**src/hw/rtl/rhca_pkg.sv**
```systemverilog
package rhca_pkg;

   localparam logic [14:0] HUE_FULL  = 15'd23040;
   localparam logic [14:0] HUE_120   = 15'd7680;
   localparam logic [14:0] HUE_240   = 15'd15360;
   localparam logic [11:0] HUE_60    = 12'd3840;
   localparam logic [16:0] ONE_Q16   = 17'd65536;
   localparam logic [16:0] HALF_Q16  = 17'd32768;
   localparam int unsigned DIV_STEPS = 24;

   // register modes
   localparam logic [1:0] MODE_LIGHT = 2'd0;
   localparam logic [1:0] MODE_SAT   = 2'd1;
   localparam logic [1:0] MODE_HUE   = 2'd2;

   // register indexes
   localparam logic REG_MODE   = 1'b0;
   localparam logic REG_TARGET = 1'b1;

   typedef struct packed {
      logic [7:0] red;
      logic [7:0] green;
      logic [7:0] blue;
      logic [7:0] alpha;
   } pix_type;

   typedef struct packed {
      logic [7:0]  alpha;
      logic [16:0] light;
      logic        gray;
   } side_type;

   // long division lane: upper 8 bits partial remainder, lower 24 dividend/quotient
   typedef struct packed {
      logic [31:0] work;
      logic [7:0]  den;
   } lane_type;

   typedef struct packed {
      side_type side;
      lane_type sat;
      lane_type hue;
   } div_type;

   typedef struct packed {
      logic [1:0]  mode;
      logic [16:0] tgt_ls;
      logic [14:0] tgt_hue;
   } cfg_type;

   typedef struct packed {
      logic [7:0]  red;
      logic [7:0]  green;
      logic [7:0]  blue;
      logic [7:0]  alpha;
      logic [14:0] hue;
      logic [16:0] light;
      logic [16:0] sat;
   } px_out_type;

   function automatic lane_type div_step(lane_type ln);
      logic [8:0] r9;
      logic       q;
      lane_type   nx;
      r9 = ln.work[31:23];
      if (r9 >= {1'b0, ln.den}) begin
         r9 = r9 - {1'b0, ln.den};
         q  = 1'b1;
      end else begin
         q  = 1'b0;
      end
      nx.den  = ln.den;
      nx.work = {r9[7:0], ln.work[22:0], q};
      return nx;
   endfunction

endpackage

```
**src/hw/rtl/rhca_div.sv**
```systemverilog
module rhca_div (
   input  logic              clock,
   input  logic              reset,
   input  logic              adv,
   input  logic              in_valid,
   input  rhca_pkg::div_type in_div,
   output logic              out_valid,
   output rhca_pkg::div_type out_div
);
   import rhca_pkg::*;

   div_type stage_ff [DIV_STEPS];
   div_type stage_in [DIV_STEPS];
   logic    valid_ff [DIV_STEPS];

   // one quotient bit per stage for both lanes
   always_comb begin
      for (int i = 0; i < DIV_STEPS; i++) begin
         if (i == 0) begin
            stage_in[i].side = in_div.side;
            stage_in[i].sat  = div_step(in_div.sat);
            stage_in[i].hue  = div_step(in_div.hue);
         end else begin
            stage_in[i].side = stage_ff[i-1].side;
            stage_in[i].sat  = div_step(stage_ff[i-1].sat);
            stage_in[i].hue  = div_step(stage_ff[i-1].hue);
         end
      end
   end

   always_ff @(posedge clock) begin
      if (reset) begin
         for (int i = 0; i < DIV_STEPS; i++) valid_ff[i] <= 1'b0;
      end else if (adv) begin
         valid_ff[0] <= in_valid;
         for (int i = 1; i < DIV_STEPS; i++) valid_ff[i] <= valid_ff[i-1];
      end
   end

   always_ff @(posedge clock) begin
      if (adv) begin
         for (int i = 0; i < DIV_STEPS; i++) stage_ff[i] <= stage_in[i];
      end
   end

   assign out_valid = valid_ff[DIV_STEPS-1];
   assign out_div   = stage_ff[DIV_STEPS-1];

endmodule

```
**config.mk**
```make
export PLATFORM = sky130hd
export DESIGN_NAME = rhca_div
export DESIGN_NICKNAME = d
export VERILOG_FILES = /design/src/hw/rtl/rhca_pkg.sv /design/src/hw/rtl/rhca_div.sv
export SDC_FILE = /design/constraint.sdc
export NUM_CORES = 2
export LEC_CHECK = 0
export BUFFER_PORTS_ARGS = -buffer_cell sky130_fd_sc_hd__buf_2
export CAP_MARGIN = 0
export CORE_UTILIZATION = 45
export CTS_BUF_LIST = sky130_fd_sc_hd__clkbuf_8 sky130_fd_sc_hd__clkbuf_16
export DETAILED_ROUTE_END_ITERATION = 8
export GPL_TIMING_DRIVEN = 0
export PLACE_DENSITY = 0.68
export SYNTH_ARGS = -nofsm -noshare
export SYNTH_HDL_FRONTEND = slang
export SYNTH_SLANG_ARGS = --single-unit
export TNS_END_PERCENT = 1
```
**constraint.sdc**
```tcl
create_clock -name clock -period 2.9 [get_ports clock]
set_input_delay 0.435 -clock clock [delete_from_list [all_inputs] [get_ports clock]]
set_output_delay 0.435 -clock clock [all_outputs]
set_load 0.05 [all_outputs]
```
==> results_dict.tcl <==
set metrics [dict create \
    outcome "complete, no violations" \
    drt_iter0_drc 2939 \
    gp_congestion 0.860 \
    hold_depth 2 \
    drive_gt1_frac 0.132 \
    synth.distinct_cells 48 \
    hold_violations 0 \
    hold_buffers 107 \
    holdCritPathClass "in2reg" \
    skew_ns 0.0571 \
    grt_max_degree 194 \
    synthCells 5926 \
    whs_endpoint "stage_ff[0][208]" \
    critical_path_required_ns 3.39 \
    die_height_microns 472 \
    powerDensity_nw_per_um2 919 \
    use_met2 0.213 \
    yosysWarnings 0 \
    yosys.area_share.simple 0.0421 \
    vdd_drop_max_mv 0.714 \
    setup_slack_ns 0.303 \
    ant_nets 0 \
    met3_usage 0.0277 \
    avgSynthCellArea_sq_um 16.8 \
    wl_mm 137 \
    postCtsSetupBuffers 0 \
    crit_type "in2reg" \
    rsz0062_at_grt "no" \
    grt_pass1_vias 47700 \
    num-fill-cells 17600 \
    ys_ff_latch 2568 \
    drtPass1Iterations 5 \
    cpPeakStageDelay_ns 0.51 \
    vias 47100 \
    nNetsFinal 7099 \
    min_period_ns 2.60 \
    fmax_mhz 385 \
    max_cap_viol_count 0 \
    arrival_ns 3.09 \
    initial_core_util 0.453 \
    clk_pin_slew_worst_paths_ns 0.06 \
    path_common_cell "buf_16" \
    dieArea_sq_um 223000 \
    viasPerCell 4.89 \
    synth_top_family_by_area "compound AO/OA/AOI/OAI gates" \
    syn_nets 6468 \
    setup_violations 0 \
    end_kind "flop" \
    pre_cts_ws_ns -0.900 \
    grt_use_total 0.121 \
    synth.mux.area_fraction 0.0105 \
    reg2reg_depth 7 \
    min_period_over_period 0.896 \
    synth_fa_ha_area_frac 0.0580 \
    cts_buffers 289 \
    drc 0 \
    cp_cell_sequence "buf_12 > buf_16 > buf_16 > buf_16 > buf_16" \
    final_common_cell "edfxtp_1" \
    synth_area_sq_um 99400 \
    cts_root_buf "clkbuf_16" \
    wl_per_cell_microns 14.2 \
    reg2reg_slack_ns 0.35 \
    synth_edf_count 2568 \
    grt_overflow 0 \
    core_area_sq_um 220000 \
    layout_common_cells "2568 x edfxtp_1, 664 x inv_1, 384 x ha_1, 326 x a21oi_1, 312 x nor2_1" \
    cts.sinks 2568 \
    reg2reg_to "stage_ff[1][780]" \
    synth-compound-area-share 0.0671 \
    worst_pin_slew_ns 1.03 \
    cts_tree "done" \
    cp_max_fo 165 \
    antenna_found_initial 1 \
    grt.busiest_layer "met2" \
    final-max-slew-violation-count 0 \
    power_leakage_nw 43.1 \
    htree_levels 5 \
    synthArstFlopShare 0 \
    rr_startpoint "stage_ff[1][670]" \
    ios 217 \
    yosys_most_used_dff "edfxtp_1" \
    hpwl_mm 83.9 \
    multi_input_area_sq_um 19000 \
    cts_resized 0 \
    final-seq-area_sq_um 77100 \
    row_count 172 \
    cpMaxStageDelayCell "buf_16" \
    worstHoldStart "adv" \
    dieWidth_microns 472 \
    grt_pass1_wl_mm 225 \
    yosys.area_share.xor_xnor 0.0140 \
    slew_headroom 0.313 \
    seq_area_frac_synth 0.776 \
    syn2layout_area_growth_pct 15.1 \
    worstSetupStartpointType "primary input" \
    clock_path_buffers 4 \
    p_total_mw 105 \
    port_buffers 216 \
    insertion_delay_ns 0.90 \
    grtUsageMet1 0.140 \
]
## metal layers
metal / share of wire / vias up
li1: - / 23300
met1: 0.42 / 22600
met2: 0.50 / 843
met3: 0.043 / 370
met4: 0.034 / 0
met5: 0 / -
## critical path, delay by kind of cell
kind     cells  cell delay [ns]
buf+inv      5             1.92
## Yosys cell counts (21+ instances only)
cell type	n	area (sq um)
or3_1	58	363
nor2_1	312	1170
nor2b_1	58	363
mux2i_1	25	250
ha_1	384	4800
o21a_1	68	510
buf_4	106	796
mux2_2	70	788
o21ai_0	288	1440
buf_1	29	109
nor3_1	27	135
o31ai_1	24	180
edfxtp_1	2568	77100
a21oi_1	326	1630
a21boi_0	101	758
a31o_2	87	762
o211ai_1	30	225
nand3_1	21	105
nand2b_1	130	813
fa_1	48	961
nand2_1	165	619
a211oi_1	33	248
a21o_1	48	360
inv_1	595	2230
xor2_1	50	438
xnor2_1	109	955
and3_1	38	238
## kinds of logic after synthesis
logic type	Yosys count
flops	2568
xor+xnor	159
compound gates	1067
fa+ha+maj	432
buf+inv	742
simple gates	863
mux	95
## state kept, by name (all words and copies together), names as in the netlist
signal	count
valid_ff	24
stage_ff	2544
## per-stage QoR
step | setup TNS [ns] | std cells | util | hold WS [ns] | area [sq um]
after floorplan | 0 | 5926 | - | 0.400 | 99400
after global placement | - | 9013 | 0.474 | 0.400 | 104000
after detailed placement | -649.86 | 9030 | 0.476 | 0.405 | 105000
after CTS | 0 | 9630 | 0.521 | 0.0353 | 114000
after global routing | 0 | 9631 | 0.521 | 0.0764 | 114000
final | 0 | 9631 | 0.521 | 0.122 | 114000
## final cells by class
type,count,area share
repair buffers,340,0.0232
well taps,2871,0.0314
plain buffers,146,0.00838
clock inverters,195,0.0110
multi-input cells,2616,0.167
diodes,1,0.0000219
clock buffers,298,0.0652
inverters,596,0.0196
flip-flops and latches,2568,0.675
## worst max-delay path by stage
stage | cells past startpoint | to | startpoint | slack, ns
floorplan | 7 | stage_ff[1][776] | stage_ff[1][670] | 0.63
global placement | 2 | valid_ff[0][0] | adv | -40.46
detailed placement | 5 | stage_ff[2][845] | adv | -0.90
CTS | 7 | stage_ff[2][36] | stage_ff[1][776] | 0.35
global route | 8 | stage_ff[2][36] | stage_ff[1][745] | 0.13
finish | 5 | stage_ff[2][421] | adv | 0.30
## power breakdown
| part | leakage (nW) | switching (mW) | internal (mW) |
|---|---|---|---|
| sequential | 25.1 | 1.98 | 47.6 |
| combinational | 13.5 | 12.5 | 9.84 |
| clock | 4.52 | 13.5 | 19.7 |
| total | 43.1 | 27.9 | 77.1 |
Note: power is estimated with default switching activity, not from simulation.
