## config.mk

```make
export PLATFORM = sky130hd
export DESIGN_NAME = rhca_analyze
export DESIGN_NICKNAME = d
export VERILOG_FILES = /design/src/hw/rtl/rhca_pkg.sv /design/src/hw/rtl/rhca_analyze.sv
export SDC_FILE = /design/constraint.sdc
export NUM_CORES = 1
export LEC_CHECK = 0
export ABC_CLOCK_PERIOD_IN_PS = 14600
export BUFFER_PORTS_ARGS = -buffer_cell sky130_fd_sc_hd__buf_4
export CORE_UTILIZATION = 65
export CTS_BUF_LIST = sky130_fd_sc_hd__clkbuf_8
export DETAILED_ROUTE_END_ITERATION = 8
export GPL_TIMING_DRIVEN = 0
export MAX_ROUTING_LAYER = met4
export PLACE_DENSITY = 0.95
export REMOVE_ABC_BUFFERS = 1
export SYNTH_ARGS = -nofsm -noshare
export SYNTH_HDL_FRONTEND = slang
export SYNTH_SLANG_ARGS = --single-unit
```

## constraint.sdc

```tcl
create_clock -name clock -period 14.6 [get_ports clock]
set_clock_uncertainty 0.05 [all_clocks]
set_input_delay 2.19 -clock clock [delete_from_list [all_inputs] [get_ports clock]]
set_output_delay 2.19 -clock clock [all_outputs]
set_load 0.01 [all_outputs]
```

## src/hw/rtl/rhca_pkg.sv

```systemverilog
package rhca_pkg;

   localparam logic [14:0] HUE_FULL  = 15'd23040;
   localparam logic [14:0] HUE_120   = 15'd7680;
   localparam logic [14:0] HUE_240   = 15'd15360;
   localparam logic [11:0] HUE_60    = 12'd3840;
   localparam logic [16:0] ONE_Q16   = 17'd65536;
   localparam logic [16:0] HALF_Q16  = 17'd32768;
   localparam int unsigned DIV_STEPS = 24;

   // register modes
   localparam logic [1:0] MODE_LIGHT = 2'd0;
   localparam logic [1:0] MODE_SAT   = 2'd1;
   localparam logic [1:0] MODE_HUE   = 2'd2;

   // register indexes
   localparam logic REG_MODE   = 1'b0;
   localparam logic REG_TARGET = 1'b1;

   typedef struct packed {
      logic [7:0] red;
      logic [7:0] green;
      logic [7:0] blue;
      logic [7:0] alpha;
   } pix_type;

   typedef struct packed {
      logic [7:0]  alpha;
      logic [16:0] light;
      logic        gray;
   } side_type;

   // long division lane: upper 8 bits partial remainder, lower 24 dividend/quotient
   typedef struct packed {
      logic [31:0] work;
      logic [7:0]  den;
   } lane_type;

   typedef struct packed {
      side_type side;
      lane_type sat;
      lane_type hue;
   } div_type;

   typedef struct packed {
      logic [1:0]  mode;
      logic [16:0] tgt_ls;
      logic [14:0] tgt_hue;
   } cfg_type;

   typedef struct packed {
      logic [7:0]  red;
      logic [7:0]  green;
      logic [7:0]  blue;
      logic [7:0]  alpha;
      logic [14:0] hue;
      logic [16:0] light;
      logic [16:0] sat;
   } px_out_type;

   function automatic lane_type div_step(lane_type ln);
      logic [8:0] r9;
      logic       q;
      lane_type   nx;
      r9 = ln.work[31:23];
      if (r9 >= {1'b0, ln.den}) begin
         r9 = r9 - {1'b0, ln.den};
         q  = 1'b1;
      end else begin
         q  = 1'b0;
      end
      nx.den  = ln.den;
      nx.work = {r9[7:0], ln.work[22:0], q};
      return nx;
   endfunction

endpackage

```

## src/hw/rtl/rhca_analyze.sv

```systemverilog
module rhca_analyze (
   input  logic             clock,
   input  logic             reset,
   input  logic             adv,
   input  logic             in_valid,
   input  rhca_pkg::pix_type in_px,
   output logic             out_valid,
   output rhca_pkg::div_type out_div
);
   import rhca_pkg::*;

   localparam logic [1:0] SEC_RED   = 2'd0;
   localparam logic [1:0] SEC_GREEN = 2'd1;
   localparam logic [1:0] SEC_BLUE  = 2'd2;
   localparam logic [24:0] RECIP_255 = 25'd16843010;

   logic       a_valid_ff;
   logic [8:0] a_sum_ff, a_sum_in;
   logic [7:0] a_delta_ff, a_delta_in;
   logic [1:0] a_sector_ff, a_sector_in;
   logic [7:0] a_x_ff, a_x_in;
   logic [7:0] a_y_ff, a_y_in;
   logic [7:0] a_alpha_ff;
   logic [7:0] mx, mn;

   logic       b_valid_ff;
   div_type    b_div_ff, b_div_in;
   logic [15:0] k;
   logic [25:0] total;
   logic [33:0] lprod;
   logic [8:0]  den9;

   always_comb begin
      mx = in_px.red;
      mn = in_px.red;
      if (in_px.green > mx) mx = in_px.green;
      if (in_px.blue > mx) mx = in_px.blue;
      if (in_px.green < mn) mn = in_px.green;
      if (in_px.blue < mn) mn = in_px.blue;
      a_sum_in   = {1'b0, mx} + {1'b0, mn};
      a_delta_in = mx - mn;
      if (mx == in_px.red) begin
         a_sector_in = SEC_RED;
         a_x_in      = in_px.green;
         a_y_in      = in_px.blue;
      end else if (mx == in_px.green) begin
         a_sector_in = SEC_GREEN;
         a_x_in      = in_px.blue;
         a_y_in      = in_px.red;
      end else begin
         a_sector_in = SEC_BLUE;
         a_x_in      = in_px.red;
         a_y_in      = in_px.green;
      end
   end

   always_ff @(posedge clock) begin
      if (reset) begin
         a_valid_ff <= 1'b0;
      end else if (adv) begin
         a_valid_ff <= in_valid;
      end
   end

   always_ff @(posedge clock) begin
      if (adv) begin
         a_sum_ff    <= a_sum_in;
         a_delta_ff  <= a_delta_in;
         a_sector_ff <= a_sector_in;
         a_x_ff      <= a_x_in;
         a_y_ff      <= a_y_in;
         a_alpha_ff  <= in_px.alpha;
      end
   end

   // full turn plus sector base, so the dividend stays non-negative
   always_comb begin
      case (a_sector_ff)
         SEC_RED:   k = 16'd23040;
         SEC_GREEN: k = 16'd30720;
         default:   k = 16'd38400;
      endcase
      total = 26'(k) * 26'(a_delta_ff) + 26'(HUE_60) * 26'(a_x_ff)
            - 26'(HUE_60) * 26'(a_y_ff);
      lprod = 34'(a_sum_ff) * 34'(RECIP_255);
      den9  = (a_sum_ff < 9'd255) ? a_sum_ff : 9'd510 - a_sum_ff;
      b_div_in.side.alpha = a_alpha_ff;
      b_div_in.side.light = lprod[33:17];
      b_div_in.side.gray  = (a_delta_ff == 8'd0);
      b_div_in.sat.work   = {8'd0, a_delta_ff, 16'd0};
      b_div_in.sat.den    = den9[7:0];
      b_div_in.hue.work   = {8'd0, total[23:0]};
      b_div_in.hue.den    = a_delta_ff;
   end

   always_ff @(posedge clock) begin
      if (reset) begin
         b_valid_ff <= 1'b0;
      end else if (adv) begin
         b_valid_ff <= a_valid_ff;
      end
   end

   always_ff @(posedge clock) begin
      if (adv) begin
         b_div_ff <= b_div_in;
      end
   end

   assign out_valid = b_valid_ff;
   assign out_div   = b_div_ff;

endmodule

```

==> results.md <==
Worst setup path
- cell seen most often among critical-path stages: fa_1
- category of the worst setup path launch point: flip-flop
- endpoint kind of the worst setup timing path: flip-flop
- reg-to-reg slack, setup: 6840 ps
- worst stage delay on the critical path: 540 ps
- Required @ worst endpoint: 14,690 ps
- count of buffer and inverter cells on the critical path: 6
- critical path depth in cells: 28
- category of cells accounting for the largest share of critical-path delay: adder cells
- type of the worst setup path: flip-flop to flip-flop
- cell depth of the worst flop-to-flop path: 28
- Worst path slowest cell: fa_1
- signal arrival time at the worst endpoint: 7850 ps
- Max FO, Critical Path: 4

Logic synthesis
- flip-flop and latch count after synthesis: 98
- count of different cell masters after synthesis: 61
- cell area after synthesis: 10,000 sq um
- number of enable flip-flop cells after synthesis: 96
- average footprint of a synthesized cell: 10.4 sq um
- top area cells in the synthesized netlist: edfxtp_1, ha_1, fa_1
- fraction of synthesis flops using an asynchronous set or reset pin: 0
- area share of the largest cell type after synthesis: 0.288
- Gate Count Post-Synth: 967
- share of synthesized area occupied by flip-flops and latches: 0.292
- dominant cell type by area after synthesis: edfxtp_1
- Warnings, synthesis: 0
- flip-flop cell with the highest count after synthesis: edfxtp_1

Worst hold path
- worst hold-check path type: flip-flop to flip-flop
- worst hold stages: 0

Clock network
- number of buffers inserted to repair setup after CTS: 0
- count of hold-fix buffers inserted at cts: 0
- cts repair resizes: 0
- worst skew pair latency: 390 ps
- CTS buffer count: 9
- H-tree level count: 3
- TritonCTS clock tree: yes
- CTS root buf: clkbuf_8
- number of sinks on the clock net: 98
- Clock Pin Slew Worst Setup and Hold Paths: 110 ps
- Clock Path Buffers: 2

Final layout
- layout filler cell count: 997
- n_diodes: 0
- final net count: 1,276
- share of cells above drive strength 1: 0.140
- Syn-to-layout area delta: 8.58%

Global routing
- leftover overflow at the end of global routing: 0
- antenna violations before repair: 0
- number of global-route vias before repair: 7,006
- total track usage: 0.274
- pin count of the biggest net entering global routing: 99
- global-route wire length before repair: 33,200 um

STA
- worst slew pin tran: 1260 ps
- unrepaired setup endpoints after global routing: false
- Max Slew Vio Count: 0
- number of hold violations in the final report: 0
- final cycle utilization of the critical path: 0.532
- endpoints failing setup: 0
- f_max: 0.129 GHz
- worst slew margin relative to its limit: 0.157
- time the worst path needs with I/O delays and setup: 7760 ps
- total negative slack for setup checks: 0 ps

Die
- Floorplan Core Area: 15,100 sq um
- starting density of the core: 0.661
- I/O pin count: 143
- Die Wd: 126 um
- DIE HEIGHT: 126 um
- total die area: 15,900 sq um
- FP Rows: 45

Drt
- Pre-antenna DRT Iters: 5
- Post-route DRC: 0
- Via density: 5.61
- drt initial violations: 457
- post-detailed-route count of antenna-violating nets: 0
- Routed wire per std cell: 16.2 um
- count of vias placed by the detailed router: 6,947
- WL final: 20,100 um

Place
- DPL Wire Length: 15,900 um
- buffers added on ports: 102
- last weighted congestion value of the routability-driven placer: 0.970

Job
- number of maximum-capacitance constraint violations: 0

Status
- outcome: finished, final reports clean

==> path summary, 6_finish.rpt <==
check / endpoint / from
worst max-delay path: out_div[30] / a_y_ff[3]
worst min-delay path: out_div[102] / a_alpha_ff[4]
worst max register to register: out_div[30] / a_y_ff[3]
worst min register to register: out_div[102] / a_alpha_ff[4]
==> cells by family after synthesis <==
| logic type | Yosys count | synth area share |
|---|---|---|
| XOR/XNOR | 73 | 0.0638 |
| flip-flops | 98 | 0.292 |
| buffers and inverters | 233 | 0.110 |
| AND/OR/NAND/NOR | 169 | 0.0821 |
| adder cells (fa/ha/maj) | 195 | 0.299 |
| multiplexers | 58 | 0.0632 |
| AO/OA/AOI/OAI | 139 | 0.0894 |
| other | 2 | 0.000750 |
==> placed cells by master, fill, tap and decap left out, types with 11 or more instances in the layout <==
| master | instances |
|---|---|
| xor2_1 | 23 |
| mux2_2 | 12 |
| o21ai_0 | 27 |
| fa_1 | 74 |
| a21oi_1 | 47 |
| conb_1 | 42 |
| mux2i_1 | 31 |
| buf_4 | 102 |
| nand2b_1 | 11 |
| o21bai_1 | 11 |
| ha_1 | 121 |
| inv_1 | 158 |
| edfxtp_1 | 96 |
| and2_1 | 11 |
| xnor2_1 | 50 |
| nor2_1 | 50 |
| nand2_1 | 42 |
==> Yosys cell counts (2+ instances only) <==
master and count:
ha_1 121, o21a_1 10, or2_2 2, o21bai_1 11, mux2_4 5, nor2b_1 9, nand4_1 7, buf_4 54
mux2i_1 31, mux2_2 12, a221oi_1 2, clkbuf_1 17, a221o_1 2, nor3_1 9, nor2_1 50, buf_6 3
and2_1 11, a21boi_0 2, and3_1 6, fa_1 74, nand3_1 9, o211ai_1 3, nor2_2 2, a31oi_1 6
o21ai_0 27, nand2b_1 11, a21o_1 10, edfxtp_1 96, nor4_1 2, o31ai_1 4, conb_1 2, xnor2_1 50
nand2_1 42, xor2_1 23, or3_1 3, mux2_1 10, a21oi_1 47, dfxtp_1 2, inv_1 158
==> routing by layer <==
| layer | GRT usage | part of all wire | up-vias |
|---|---|---|---|
| met5 | - | 0 | - |
| li1 | - | - | 3292 |
| met3 | 0.0310 | 0.052 | 48 |
| met4 | 0.0971 | 0.026 | 0 |
| met1 | 0.327 | 0.40 | 3358 |
| met2 | 0.480 | 0.52 | 249 |
==> final cells by class <==
class | instances | area, sq um | area share
sequential | 98 | 2920 | 0.269
inverter | 158 | 593 | 0.0545
clock buffer | 9 | 124 | 0.0114
timing repair buffer | 102 | 766 | 0.0704
tap | 188 | 235 | 0.0216
clock inverter | 7 | 92.6 | 0.00851
multi-input combinational | 676 | 6140 | 0.565
==> stage by stage <==
step / std cells / area, sq um / util / hold slack (ps) / setup WS [ps]
3_3_place_gp: 1222 / 10700 / 0.704 / 352 / 6690
3_5_place_dp: 1222 / 10700 / 0.704 / 355 / 6610
4_1_cts: 1238 / 10900 / 0.718 / 380 / 6820
5_1_grt: 1238 / 10900 / 0.718 / 391 / 6450
2_1_floorplan: 932 / 9660 / - / 350 / 7370
6_report: 1238 / 10900 / 0.718 / 380 / 6840
==> state kept, by name (all words and copies together) (netlist names) <==
| signal | cells |
|---|---|
| a_y_ff | 8 |
| out_div | 54 |
| a_alpha_ff | 8 |
| out_valid | 1 |
| a_sector_ff | 2 |
| a_sum_ff | 9 |
| a_valid_ff | 1 |
| a_x_ff | 8 |
| a_delta_ff | 7 |
==> worst reg2reg max path, delay by kind of cell (launching register included) <==
family / cells / cell delay [ps]
adder cells (fa/ha/maj): 9 / 4250
AO/OA/AOI/OAI: 9 / 1890
flip-flops: 1 / 450
AND/OR/NAND/NOR: 2 / 250
buffers and inverters: 6 / 430
XOR/XNOR: 2 / 190
Power is left out: the tool's default activity adds up to more than one toggle a clock period on the data nets, which glitch-free logic cannot reach.
