## config.mk

```make
export PLATFORM = sky130hd
export DESIGN_NAME = rhca_synth
export DESIGN_NICKNAME = d
export VERILOG_FILES = /design/src/hw/rtl/rhca_pkg.sv /design/src/hw/rtl/rhca_synth.sv
export SDC_FILE = /design/constraint.sdc
export NUM_CORES = 2
export LEC_CHECK = 0
export BUFFER_PORTS_ARGS = -buffer_cell sky130_fd_sc_hd__buf_2
export CORE_AREA = 3 3 437 439
export CTS_CLUSTER_DIAMETER = 200
export CTS_CLUSTER_SIZE = 40
export DETAILED_ROUTE_END_ITERATION = 10
export DIE_AREA = 0 0 440 442
export PLACE_DENSITY = 0.64
export SYNTH_ARGS = -nofsm -noshare
export SYNTH_HDL_FRONTEND = slang
export SYNTH_SLANG_ARGS = --single-unit
```

## constraint.sdc

```tcl
create_clock -name clock -period 14.4 [get_ports clock]
set_input_delay 2.16 -clock clock [delete_from_list [all_inputs] [get_ports clock]]
set_output_delay 2.16 -clock clock [all_outputs]
set_load 0.02 [all_outputs]
```

## src/hw/rtl/rhca_pkg.sv

```systemverilog
package rhca_pkg;

   localparam logic [14:0] HUE_FULL  = 15'd23040;
   localparam logic [14:0] HUE_120   = 15'd7680;
   localparam logic [14:0] HUE_240   = 15'd15360;
   localparam logic [11:0] HUE_60    = 12'd3840;
   localparam logic [16:0] ONE_Q16   = 17'd65536;
   localparam logic [16:0] HALF_Q16  = 17'd32768;
   localparam int unsigned DIV_STEPS = 24;

   // register modes
   localparam logic [1:0] MODE_LIGHT = 2'd0;
   localparam logic [1:0] MODE_SAT   = 2'd1;
   localparam logic [1:0] MODE_HUE   = 2'd2;

   // register indexes
   localparam logic REG_MODE   = 1'b0;
   localparam logic REG_TARGET = 1'b1;

   typedef struct packed {
      logic [7:0] red;
      logic [7:0] green;
      logic [7:0] blue;
      logic [7:0] alpha;
   } pix_type;

   typedef struct packed {
      logic [7:0]  alpha;
      logic [16:0] light;
      logic        gray;
   } side_type;

   // long division lane: upper 8 bits partial remainder, lower 24 dividend/quotient
   typedef struct packed {
      logic [31:0] work;
      logic [7:0]  den;
   } lane_type;

   typedef struct packed {
      side_type side;
      lane_type sat;
      lane_type hue;
   } div_type;

   typedef struct packed {
      logic [1:0]  mode;
      logic [16:0] tgt_ls;
      logic [14:0] tgt_hue;
   } cfg_type;

   typedef struct packed {
      logic [7:0]  red;
      logic [7:0]  green;
      logic [7:0]  blue;
      logic [7:0]  alpha;
      logic [14:0] hue;
      logic [16:0] light;
      logic [16:0] sat;
   } px_out_type;

   function automatic lane_type div_step(lane_type ln);
      logic [8:0] r9;
      logic       q;
      lane_type   nx;
      r9 = ln.work[31:23];
      if (r9 >= {1'b0, ln.den}) begin
         r9 = r9 - {1'b0, ln.den};
         q  = 1'b1;
      end else begin
         q  = 1'b0;
      end
      nx.den  = ln.den;
      nx.work = {r9[7:0], ln.work[22:0], q};
      return nx;
   endfunction

endpackage

```

## src/hw/rtl/rhca_synth.sv

```systemverilog
module rhca_synth (
   input  logic                 clock,
   input  logic                 reset,
   input  logic                 adv,
   input  rhca_pkg::cfg_type    cfg,
   input  logic                 in_valid,
   input  rhca_pkg::div_type    in_div,
   output logic                 out_valid,
   output rhca_pkg::px_out_type out_px
);
   import rhca_pkg::*;

   typedef struct packed {
      logic [7:0]  alpha;
      logic [14:0] hue;
      logic [16:0] light;
      logic [16:0] sat;
   } info_type;

   function automatic logic [11:0] ramp_weight(logic [14:0] h);
      logic [14:0] t;
      if (h < 15'(HUE_60)) t = h;
      else if (h < 15'd11520) t = 15'(HUE_60);
      else if (h < HUE_240) t = HUE_240 - h;
      else t = 15'd0;
      return t[11:0];
   endfunction

   // stage c: finish hls, apply replacement
   logic        c_valid_ff;
   info_type    c_info_ff, c_info_in;
   logic [16:0] c_l_ff, c_l_in;
   logic [16:0] c_s_ff, c_s_in;
   logic [14:0] c_h_ff, c_h_in;
   logic [15:0] qh;

   always_comb begin
      qh = in_div.hue.work[15:0];
      c_info_in.alpha = in_div.side.alpha;
      c_info_in.light = in_div.side.light;
      if (in_div.side.gray) begin
         c_info_in.hue = 15'd0;
         c_info_in.sat = 17'd0;
      end else begin
         c_info_in.hue = (qh >= 16'(HUE_FULL)) ? 15'(qh - 16'(HUE_FULL)) : qh[14:0];
         c_info_in.sat = in_div.sat.work[16:0];
      end
      c_l_in = c_info_in.light;
      c_s_in = c_info_in.sat;
      c_h_in = c_info_in.hue;
      case (cfg.mode)
         MODE_LIGHT: c_l_in = cfg.tgt_ls;
         MODE_SAT:   c_s_in = cfg.tgt_ls;
         MODE_HUE:   c_h_in = cfg.tgt_hue;
         default:    c_l_in = c_info_in.light;
      endcase
   end

   // stage d: v2
   logic        d_valid_ff;
   info_type    d_info_ff;
   logic [32:0] d_v2_ff, d_v2_in;
   logic [16:0] d_l_ff;
   logic [14:0] d_h_ff;
   logic        d_gray_ff;
   logic [7:0]  d_gval_ff, d_gval_in;
   logic [33:0] ls_prod;
   logic [33:0] v2_wide;
   logic [24:0] gprod;

   always_comb begin
      ls_prod = 34'(c_l_ff) * 34'(c_s_ff);
      if (c_l_ff < HALF_Q16) begin
         v2_wide = {1'b0, c_l_ff, 16'd0} + ls_prod;
      end else begin
         v2_wide = {1'b0, c_l_ff, 16'd0} + {1'b0, c_s_ff, 16'd0} - ls_prod;
      end
      d_v2_in   = v2_wide[32:0];
      gprod     = 25'(c_l_ff) * 25'd255;
      d_gval_in = gprod[23:16];
   end

   // stage e: v1, slope and per-channel ramp weights
   logic        e_valid_ff;
   info_type    e_info_ff;
   logic [32:0] e_v1_ff, e_v1_in;
   logic [32:0] e_diff_ff, e_diff_in;
   logic [11:0] e_w_ff [3];
   logic [11:0] e_w_in [3];
   logic        e_gray_ff;
   logic [7:0]  e_gval_ff;
   logic [33:0] v1_wide;
   logic [15:0] hr;
   logic [14:0] hb;

   always_comb begin
      v1_wide   = {d_l_ff, 17'd0} - {1'b0, d_v2_ff};
      e_v1_in   = v1_wide[32:0];
      e_diff_in = d_v2_ff - e_v1_in;
      hr        = {1'b0, d_h_ff} + {1'b0, HUE_120};
      if (hr >= {1'b0, HUE_FULL}) hr = hr - {1'b0, HUE_FULL};
      hb        = (d_h_ff >= HUE_120) ? d_h_ff - HUE_120 : d_h_ff + HUE_240;
      e_w_in[0] = ramp_weight(hr[14:0]);
      e_w_in[1] = ramp_weight(d_h_ff);
      e_w_in[2] = ramp_weight(hb);
   end

   // stage f: ramp numerators
   logic        f_valid_ff;
   info_type    f_info_ff;
   logic [43:0] f_num_ff [3];
   logic [43:0] f_num_in [3];
   logic        f_gray_ff;
   logic [7:0]  f_gval_ff;
   logic [44:0] num_wide [3];

   always_comb begin
      for (int c = 0; c < 3; c++) begin
         num_wide[c] = (45'(e_v1_ff) << 12) - (45'(e_v1_ff) << 8)
                     + 45'(e_diff_ff) * 45'(e_w_ff[c]);
         f_num_in[c] = num_wide[c][43:0];
      end
   end

   // stage g: scale by 255/3840 = 17/256 and take the integer part
   logic        g_valid_ff;
   px_out_type  g_px_ff, g_px_in;
   logic [47:0] sprod [3];
   logic [7:0]  ch [3];

   always_comb begin
      for (int c = 0; c < 3; c++) begin
         sprod[c] = 48'(f_num_ff[c]) * 48'd17;
         ch[c]    = f_gray_ff ? f_gval_ff : sprod[c][47:40];
      end
      g_px_in.red   = ch[0];
      g_px_in.green = ch[1];
      g_px_in.blue  = ch[2];
      g_px_in.alpha = f_info_ff.alpha;
      g_px_in.hue   = f_info_ff.hue;
      g_px_in.light = f_info_ff.light;
      g_px_in.sat   = f_info_ff.sat;
   end

   always_ff @(posedge clock) begin
      if (reset) begin
         c_valid_ff <= 1'b0;
         d_valid_ff <= 1'b0;
         e_valid_ff <= 1'b0;
         f_valid_ff <= 1'b0;
         g_valid_ff <= 1'b0;
      end else if (adv) begin
         c_valid_ff <= in_valid;
         d_valid_ff <= c_valid_ff;
         e_valid_ff <= d_valid_ff;
         f_valid_ff <= e_valid_ff;
         g_valid_ff <= f_valid_ff;
      end
   end

   always_ff @(posedge clock) begin
      if (adv) begin
         c_info_ff <= c_info_in;
         c_l_ff    <= c_l_in;
         c_s_ff    <= c_s_in;
         c_h_ff    <= c_h_in;

         d_info_ff <= c_info_ff;
         d_v2_ff   <= d_v2_in;
         d_l_ff    <= c_l_ff;
         d_h_ff    <= c_h_ff;
         d_gray_ff <= (c_s_ff == 17'd0);
         d_gval_ff <= d_gval_in;

         e_info_ff <= d_info_ff;
         e_v1_ff   <= e_v1_in;
         e_diff_ff <= e_diff_in;
         for (int c = 0; c < 3; c++) e_w_ff[c] <= e_w_in[c];
         e_gray_ff <= d_gray_ff;
         e_gval_ff <= d_gval_ff;

         f_info_ff <= e_info_ff;
         for (int c = 0; c < 3; c++) f_num_ff[c] <= f_num_in[c];
         f_gray_ff <= e_gray_ff;
         f_gval_ff <= e_gval_ff;

         g_px_ff   <= g_px_in;
      end
   end

   assign out_valid = g_valid_ff;
   assign out_px    = g_px_ff;

endmodule

```

==> metrics.txt <==
Place WS=4.61 ns; HP Start=e_info_ff[45]; Post-DRT Antenna Nets=0; Startpoint Class=flop; grt ovf=0; Hold Vio Cnt, Final=0; GR met1 Demand/Resource=28.5%; FF+latch count, synth=684; slowest CP cell=edfxtp_1; DRT Wirelength=205 mm; NumNets Final=10400; GRT Resource Usage Total=21.6%; area delta synth->final=5.11%; sequential area share after synthesis=24.3%; outcome=complete, no violations; most numerous cell on the critical path=fa_1; Final min period=9.82 ns; FF-to-FF Start=c_s_ff[2]; via count=58200; setup bufs post-CTS=0; Die X=440 µm; vias in the first global route=62100; most frequent cells in the layout=inv_1 (1431), fa_1 (1340), nand2_1 (1238); CTS tree=built; mapped cell area=0.0843 mm²; unrepaired setup endpoints after global routing=no; Synth top area share=31.8%; Initial Util=44.9%; Worst-path clk slew=0.16 ns; Most used DFF post-synth=edfxtp_1; crit path buf inv count=4; M3 GR Usage=2.09%; Synth Instances=8250; # clock sinks=684; max cap viols=0; Site Rows=159; FMAX=0.102 GHz; layout cells sized above 1=5.27%; number of CTS-inserted buffers=22; Layout Cell Area excl Fill=0.0886 mm²; # DRC=0; cell family with most CP delay=adder cells; largest net degree at the start of global routing=181; Relative slew margins=16.6%; cts hold-fix bufs=0; Crit Path Max Fanout=19; Synth area leaders=fa_1 (32%), edfxtp_1 (24%), ha_1 (11%); first-pass GRT wire length=337 mm; Hold WC Path Type=flop to flop; Post-synth EDFFs=679; Slew Limit Fails=0; total core area=0.188 mm²; Pre-Repair DR Iteration Count=5; Crit Path Class=flop to flop; critical path data required time=14.85 ns; Syn Area/Cell=10.2 µm²; Final Cycle Share=68.2%; Die H=442 µm; CTS max path bufs=3; # resized after CTS=0; clk_skew=0.0706 ns; Skew-Pair Late Insertion Delay=0.69 ns; Cell variety after synth=107; die area=0.194 mm²; Worst-Margin Slew=1.25 ns; Filler cells=17300; root buffer cell=clkbuf_16; WL/cell=19.1 µm; H-Tree Depth=1; boundary pin count=226; post-detail-place hpwl=157 mm; routability cong.=0.886; Crit path largest cell delay=1.01 ns; area leader, netlist=fa_1; initial DRC count=3789; CP Capture Type=flop; final worst slack=4.58 ns; Worst EP arrival=10.27 ns; Critical Path Start=c_s_ff[2]; most common cell after layout, fill and taps aside=inv_1; Area after DPL=0.0879 mm²; IO Port Bufs=178; DR vias/cell=5.42; final setup TNS=0 ns; GRT busiest layer=met2; Synth Warn #=0; met2 Usage GRT=36.9%; Final setup viols=0; initial antenna violation count=3; Async SR Flop Fraction=0%
==> final timing paths <==
check	endpoint	cells past startpoint	slack [ns]
worst max-delay path	d_v2_ff[32]	32	4.58
worst min-delay path	f_info_ff[45]	0	0.41
worst max register to register	d_v2_ff[32]	32	4.58
worst min register to register	f_info_ff[45]	0	0.41
==> worst reg2reg max path: cells and delay by family (launching register included) <==
kind	cells	cell delay [ns]
XOR/XNOR	3	0.50
AO/OA/AOI/OAI	14	3.56
AND/OR/NAND/NOR	2	0.39
adder cells (fa/ha/maj)	9	3.93
flip-flops	1	1.01
buffers and inverters	4	0.21
==> metrics by stage <==
step / utilization, % / instances / hold WS (ns)
after floorplan: - / 8272 / 0.400
after global routing: 47.2 / 10700 / 0.415
final: 47.2 / 10700 / 0.406
after global placement: 46.8 / 10700 / 0.401
after detailed placement: 46.8 / 10700 / 0.405
after CTS: 47.2 / 10700 / 0.418
==> area by class of cell <==
cell class | instances | area, µm² | area share [%]
clock buffer | 31 | 584 | 0.660
multi-input combinational | 5803 | 57200 | 64.5
inverter | 1431 | 5370 | 6.06
tap | 2495 | 3120 | 3.52
antenna | 2 | 5.00 | 0.00565
sequential | 684 | 20500 | 23.1
clock inverter | 6 | 110 | 0.124
timing repair buffer | 287 | 1740 | 1.97
==> cell families (layout without fill, tap and decap cells) <==
logic type | after synthesis | count (layout) | share of synthesized area (%)
other | 2 | 26 | 0.00891
xor gates and xnor gates | 319 | 319 | 3.31
muxes | 71 | 71 | 0.922
and+or+nand+nor | 2324 | 2324 | 13.0
DFF | 684 | 684 | 24.3
adders and majority gates | 2057 | 2057 | 42.5
buffers and inverters | 1785 | 1755 | 7.97
AOI/OAI and AO/OA | 1008 | 1008 | 8.03
==> metal layers <==
layer / share of wire (%) / wire length [µm]
met1: 42 / 85300
met2: 49 / 100000
met3: 5.0 / 10200
met4: 4.4 / 9070
met5: 0.013 / 27
==> state kept, by name, summed over array words and instances, names as in the netlist, 8 cells and up <==
register,count
f_num_ff,129
out_px,81
c_info_ff,57
d_info_ff,57
e_info_ff,57
f_info_ff,57
e_w_ff,36
d_v2_ff,33
e_v1_ff,33
e_diff_ff,32
c_l_ff,17
c_s_ff,17
d_l_ff,16
c_h_ff,15
d_h_ff,15
d_gval_ff,8
e_gval_ff,8
f_gval_ff,8
==> cell usage after synthesis, types with 10 or more instances <==
cell,number
and3_1,31
a22o_1,20
or2_2,13
mux2i_1,18
o2111ai_1,16
o31ai_1,23
and2_1,424
nand2_1,1238
a21oi_1,262
mux2_2,53
o21bai_1,50
a21o_1,170
nor3_1,77
nor4_1,15
a211o_1,14
o21a_1,46
clkbuf_1,343
xnor2_1,224
inv_1,1431
a31o_2,11
fa_1,1340
nand4_1,36
edfxtp_1,679
nor2b_1,80
nand2b_1,39
nor2_1,211
o211ai_1,17
a311o_1,10
a211oi_1,36
ha_1,717
o21ai_0,175
nand3_1,64
or3_1,35
xor2_1,95
and4_1,10
a31oi_1,36
Power is not shown: default switching activity piles up to over one toggle a cycle in this logic, so the estimate is an artifact.
